===== config.mk =====
export PLATFORM = sky130hd
export DESIGN_NAME = priority_batch_sorter_core
export DESIGN_NICKNAME = d
export VERILOG_FILES = /design/src/design/pbs_pkg.sv /design/src/design/pbs_entry_ram.sv /design/src/design/priority_batch_sorter_core.sv
export SDC_FILE = /design/constraint.sdc
export NUM_CORES = 2
export LEC_CHECK = 0
export BUFFER_PORTS_ARGS = -buffer_cell sky130_fd_sc_hd__buf_2
export CAP_MARGIN = 10
export CORE_UTILIZATION = 55
export CTS_BUF_LIST = sky130_fd_sc_hd__clkbuf_4 sky130_fd_sc_hd__clkbuf_8
export DETAILED_ROUTE_END_ITERATION = 10
export GPL_TIMING_DRIVEN = 0
export PLACE_DENSITY = 0.72
export SETUP_SLACK_MARGIN = 0.4
export SYNTH_ARGS = -nofsm -noshare
export SYNTH_HDL_FRONTEND = slang
export SYNTH_SLANG_ARGS = --single-unit

===== constraint.sdc =====
create_clock -name clk -period 9.94 [get_ports clk]
set_clock_uncertainty 0.2 [all_clocks]
set_input_delay 1.491 -clock clk [delete_from_list [all_inputs] [get_ports clk]]
set_output_delay 1.491 -clock clk [all_outputs]
set_load 0.01 [all_outputs]

===== src/design/pbs_pkg.sv =====
// ----------------------------------------------------------------------------
// pbs_pkg
// shared field widths and the stored entry type of the priority batch sorter
// ----------------------------------------------------------------------------
package pbs_pkg;

  localparam int ID_W   = 29;
  localparam int LEN_W  = 4;
  localparam int DATA_W = 64;

  typedef struct packed {
    logic [ID_W-1:0]   id;
    logic [LEN_W-1:0]  length;
    logic [DATA_W-1:0] data;
  } entry_t;

endpackage


===== src/design/pbs_entry_ram.sv =====
// ----------------------------------------------------------------------------
// pbs_entry_ram
// batch entry storage, one write port and one registered read port
// ----------------------------------------------------------------------------
module pbs_entry_ram #(
  parameter int DEPTH  = 16,
  parameter int ADDR_W = 4
) (
  input  logic                clk,
  input  logic                we,
  input  logic [ADDR_W-1:0]   waddr,
  input  pbs_pkg::entry_t     wdata,
  input  logic [ADDR_W-1:0]   raddr,
  output pbs_pkg::entry_t     rdata
);
  import pbs_pkg::*;

  entry_t mem [DEPTH];
  entry_t rdata_r;

  always_ff @(posedge clk) begin
    if (we) begin
      mem[waddr] <= wdata;
    end
  end

  always_ff @(posedge clk) begin
    rdata_r <= mem[raddr];
  end

  assign rdata = rdata_r;

endmodule


===== src/design/priority_batch_sorter_core.sv =====
// ----------------------------------------------------------------------------
// priority_batch_sorter_core
// collects frames into a batch kept in ascending id order, emits it on flush
// ----------------------------------------------------------------------------
// Frames are kept sorted as they arrive: one comparator walks the batch from
// its tail through an entry RAM with one write and one registered read port,
// shifting each larger id up by one slot, so equal ids keep arrival order. An
// arrival into an empty batch is written straight to slot 0; otherwise the
// walk stops at the first stored entry whose id is not larger, or at slot 0;
// a frame arriving at a full batch is dropped. A flush reads the batch out in
// order, one frame at a time, through the registered RAM read and the output
// register, holding each frame while out_stall is high; the final frame
// carries out_last_of_flush. in_stall is high while a transaction is in work,
// until that work, including delivery of every flushed frame, is complete.
// ----------------------------------------------------------------------------
module priority_batch_sorter_core #(
  parameter int BATCH_DEPTH = 16
) (
  input  logic                        clk,
  input  logic                        rst_n,
  input  logic                        in_valid,
  output logic                        in_stall,
  input  logic                        in_action,
  input  logic [pbs_pkg::ID_W-1:0]    in_frame_id,
  input  logic [pbs_pkg::LEN_W-1:0]   in_frame_length,
  input  logic [pbs_pkg::DATA_W-1:0]  in_frame_data,
  output logic                        out_valid,
  input  logic                        out_stall,
  output logic [pbs_pkg::ID_W-1:0]    out_id,
  output logic [pbs_pkg::LEN_W-1:0]   out_length,
  output logic [pbs_pkg::DATA_W-1:0]  out_data,
  output logic                        out_last_of_flush
);
  import pbs_pkg::*;

  localparam int CW = $clog2(BATCH_DEPTH + 1);
  localparam int AW = $clog2(BATCH_DEPTH);

  localparam logic [2:0] S_IDLE  = 3'd0;
  localparam logic [2:0] S_CMP   = 3'd1;
  localparam logic [2:0] S_PLACE = 3'd2;
  localparam logic [2:0] S_LOAD  = 3'd3;
  localparam logic [2:0] S_WAIT  = 3'd4;

  logic [2:0]    state_r, state_nxt;
  logic [CW-1:0] count_r, count_nxt;
  logic [CW-1:0] idx_r, idx_nxt;
  logic          out_valid_r, out_valid_nxt;
  logic          out_last_r, out_last_nxt;
  entry_t        key_r, key_nxt;
  entry_t        out_r, out_nxt;

  logic          we;
  logic [AW-1:0] waddr;
  entry_t        wdata;
  logic [AW-1:0] raddr;
  entry_t        rdata;

  logic          accept;
  entry_t        in_entry;
  logic [CW-1:0] idx_inc, idx_dec, idx_dec2, count_dec, count_inc;

  pbs_entry_ram #(
    .DEPTH  (BATCH_DEPTH),
    .ADDR_W (AW)
  ) u_ram (
    .clk   (clk),
    .we    (we),
    .waddr (waddr),
    .wdata (wdata),
    .raddr (raddr),
    .rdata (rdata)
  );

  assign in_stall  = (state_r != S_IDLE);
  assign accept    = in_valid && !in_stall;
  assign in_entry  = '{id: in_frame_id, length: in_frame_length, data: in_frame_data};
  assign idx_inc   = idx_r + CW'(1);
  assign idx_dec   = idx_r - CW'(1);
  assign idx_dec2  = idx_r - CW'(2);
  assign count_dec = count_r - CW'(1);
  assign count_inc = count_r + CW'(1);

  always_comb begin
    state_nxt     = state_r;
    count_nxt     = count_r;
    idx_nxt       = idx_r;
    key_nxt       = key_r;
    out_nxt       = out_r;
    out_valid_nxt = out_valid_r;
    out_last_nxt  = out_last_r;
    we            = 1'b0;
    waddr         = idx_r[AW-1:0];
    wdata         = key_r;
    raddr         = '0;
    case (state_r)
      S_IDLE: begin
        if (accept) begin
          if (!in_action) begin
            if (count_r == CW'(BATCH_DEPTH)) begin
              // batch full, frame dropped
            end else if (count_r == '0) begin
              we        = 1'b1;
              waddr     = '0;
              wdata     = in_entry;
              count_nxt = CW'(1);
            end else begin
              key_nxt   = in_entry;
              idx_nxt   = count_r;
              raddr     = count_dec[AW-1:0];
              state_nxt = S_CMP;
            end
          end else if (count_r != '0) begin
            idx_nxt   = '0;
            raddr     = '0;
            state_nxt = S_LOAD;
          end
        end
      end
      S_CMP: begin
        we = 1'b1;
        if (rdata.id > key_r.id) begin
          wdata   = rdata;
          idx_nxt = idx_dec;
          if (idx_r == CW'(1)) begin
            state_nxt = S_PLACE;
          end else begin
            raddr = idx_dec2[AW-1:0];
          end
        end else begin
          count_nxt = count_inc;
          state_nxt = S_IDLE;
        end
      end
      S_PLACE: begin
        we        = 1'b1;
        waddr     = '0;
        count_nxt = count_inc;
        state_nxt = S_IDLE;
      end
      S_LOAD: begin
        out_nxt       = rdata;
        out_last_nxt  = (idx_inc == count_r);
        out_valid_nxt = 1'b1;
        state_nxt     = S_WAIT;
      end
      S_WAIT: begin
        if (!out_stall) begin
          out_valid_nxt = 1'b0;
          if (out_last_r) begin
            count_nxt = '0;
            state_nxt = S_IDLE;
          end else begin
            idx_nxt   = idx_inc;
            raddr     = idx_inc[AW-1:0];
            state_nxt = S_LOAD;
          end
        end
      end
      default: begin
        state_nxt = S_IDLE;
      end
    endcase
  end

  always_ff @(posedge clk) begin
    if (!rst_n) begin
      state_r     <= S_IDLE;
      count_r     <= '0;
      idx_r       <= '0;
      out_valid_r <= 1'b0;
      out_last_r  <= 1'b0;
    end else begin
      state_r     <= state_nxt;
      count_r     <= count_nxt;
      idx_r       <= idx_nxt;
      out_valid_r <= out_valid_nxt;
      out_last_r  <= out_last_nxt;
    end
  end

  always_ff @(posedge clk) begin
    key_r <= key_nxt;
    out_r <= out_nxt;
  end

  assign out_valid         = out_valid_r;
  assign out_id            = out_r.id;
  assign out_length        = out_r.length;
  assign out_data          = out_r.data;
  assign out_last_of_flush = out_last_r;

endmodule

==> impl_metrics.ini <==
[placement]
gp_congestion = 0.8385
port_buffers = 201
pre_cts_ws_ns = 3.281
dp_hpwl_um = 118600

[global_routing]
grt_overflow = 0
grt_usage = 0.2855
grt_max_degree = 67
grt_pass1_wl_um = 264500
grt_pass1_vias = 38480
antenna_found_initial = 11

[yosys]
syn_area_per_cell_um2 = 18.19
syn-instance-count = 3907
synth_edf_count = 1746
syn-cell-area_um2 = 71070
async_reset_ff_frac = 0
ys_seq_area_frac = 0.7692
syn-num-nets = 4047
yosysWarnings = 0
yosysTopAreaCellShare = 0.7377
ys_seq_elements = 1858
synth_area_leaders = edfxtp_1 (74%), mux2i_1 (11%), a22oi_1 (4.8%)
ys_types = 62
synth_top_area_cell = edfxtp_1
ys.flop_type = edfxtp_1

[critical_path]
worstSetupPathType = flop to flop
cp-end-kind = flop
worstPathArrival_ns = 6.70
cp_max_fo = 16
rr_startpoint = u_ram.rdata[96]
cp.required_ns = 10.36
reg2reg_depth = 13
r2r_slack_ns = 3.66
regToRegEndpoint = u_ram.mem[7][52]
crit_path_start_kind = flop

[clock_network]
clockBufferDepth = 4
clkTransAtPathRegs_ns = 0.06
clk_latency_ns = 1.03
cts_hold_buffers = 0
cts_made_buffers = 303
cts_max_level = 5
post_cts_buffers = 0
ctsRootBufferMaster = clkbuf_8
cts.sinks = 1858
cts_tree = yes
cts_resized = 0

[power]
comb_power_share = 0.201
p_sw_frac = 0.2923
pwr-share-seq = 0.494
power_density_nw_per_um2 = 252.3
leakage_nw = 26.37
clockPowerShare = 0.306
switching_power_mw = 6.062
peakVddDrop_uv = 174.9
intPower_mw = 14.68

[flow_run]
maxCapViolCount = 0

[layout]
drive_gt1_frac = 0.2157
layout_common_cells = edfxtp_1 (1746), mux2i_1 (778), a22oi_1 (457)
fillCellCount = 8662
area_delta_synth_final_pct = 15.64
final_util = 0.6429
finalNetCount = 4693
final_common_cell = edfxtp_1

[min_path]
hold_end = out_data[8]
hold_class = flop to flop
hold_start = u_ram.rdata[8]
min_path_cells = 0

[die]
coreArea_um2 = 127800
fp.dieH_um = 361.5
start_util = 0.5559
ios = 202
die_x_um = 361.5
fp-row-count = 131
die_area_um2 = 130700

[sta]
slew_headroom = 0.05520
timing.fmax_mhz = 159.3
drv_slew = 0
finalHoldViolations = 0
worst_pin_slew_ns = 1.417
hold_ws_ns = 0.2120
period_needed_ns = 6.279
rsz0062_at_grt = false
setup_tns_ns = 0
final-setup-viol-count = 0
fin_ws_ns = 3.661
timing.final.crit_share = 0.6317

[outcome]
status = finished clean

[detailed_routing]
wl_per_cell_um = 29.23
first_pass_iters = 6
drt_iter0_markers = 5402
ant_nets = 0
drc = 0
vias = 39770
wl_um = 188100
routed_via_density = 6.179
logic make-up (layout without fill, tap and decap cells):
kind of cell / count (synthesis) / in the layout / synth area share
DFF: 1858 / 1858 / 0.7692
muxes: 778 / 778 / 0.1096
adders and majority gates: 38 / 38 / 0.006690
buffers and inverters: 324 / 1187 / 0.02257
xor gates and xnor gates: 14 / 14 / 0.001725
other: 0 / 4 / 0
AOI/OAI and AO/OA: 661 / 661 / 0.06820
and+or+nand+nor: 234 / 234 / 0.02201
worst max-delay path: stages, from the launching register on:
cell and delay (ns):
dfxtp_1 0.42, ha_1 0.41, nand4_2 0.18, nor4_4 0.48
a221oi_1 0.15, nand3_1 0.13, o21ai_2 0.18, buf_6 0.22
nor2b_1 0.11, clkbuf_1 0.38, clkbuf_1 1.08, buf_1 1.06
a22oi_1 0.22, o21ai_1 0.61
worst max path at each step:
| stage | to | slack [ns] | start |
|---|---|---|---|
| global placement | u_ram.mem[2][49] | -3.91 | in_action |
| finish | u_ram.mem[7][52] | 3.66 | u_ram.rdata[96] |
| detailed placement | u_ram.mem[2][42] | 3.28 | in_action |
| global route | u_ram.mem[3][76] | 3.64 | u_ram.rdata[96] |
| CTS | u_ram.mem[2][76] | 3.73 | key_r[88] |
| floorplan | u_ram.mem[1][0] | 2.44 | in_action |
metrics by stage:
stage	total power, mW	cell area (um2)	instances
floorplan	12.65	71070	3907
global placement	14.26	74160	5770
detailed placement	14.46	76400	5905
CTS	20.72	82110	6427
global route	21.41	82190	6434
finish	20.74	82190	6436
routing by layer:
layer,global-route usage,up-vias,routed length (um)
li1,-,17010,-
met4,0.1132,2,7237
met3,0.07138,426,19540
met1,0.3801,19980,72540
met2,0.4529,2350,88800
met5,0,-,13
power by group through the flow:
stage | Sequential [mW] | Clock (mW) | Combinational [mW]
after floorplan | 10.3 | 0 | 2.37
after global placement | 10.5 | 0 | 3.73
after detailed placement | 10.4 | 0 | 4.07
after CTS | 10.2 | 6.41 | 4.09
after global routing | 10.3 | 6.74 | 4.40
final | 10.2 | 6.34 | 4.17
state kept, by name (all words and copies together) (netlist names):
register and cells:
state_r 3, out_valid 1, key_r 97, out_last_of_flush 1, u_ram.rdata 97, out_data 64
idx_r 5, out_id 29, u_ram.mem 1552, out_length 4, count_r 5
cell type report:
class,instances,area [um2],area share
Clock buffer,441,5325,0.06479
Clock inverter,81,391.6,0.004765
Multi-Input combinational cell,1725,14920,0.1815
Sequential cell,1858,54670,0.6652
Antenna cell,4,10.01,0.0001218
Tap cell,1662,2079,0.02530
Buffer,217,1204,0.01464
Timing Repair Buffer,341,3177,0.03865
Inverter,107,411.6,0.005008
synthesized netlist by cell type (3+ instances only):
cell type  number
nand2b_1        6
nor2b_1         7
nor3_1          8
a21oi_1        22
buf_2          85
inv_1         106
mux2i_1       778
nor2_1         37
ha_1           38
and4_1         99
and3_1          4
buf_4          48
and2_1          4
a21o_1          3
buf_6           8
o21ai_0       108
o31ai_1         5
o21ai_1         4
buf_1           4
nand2_1        38
nand3_1        14
edfxtp_1     1746
a22oi_2        30
a221oi_1        3
clkbuf_1       67
xor2_1          6
nor3_4          3
buf_8           3
a22oi_1       457
a21boi_0        4
dfxtp_1       112
xnor2_1         8
o211a_1         3
Note: power is estimated with default switching activity, not from simulation.
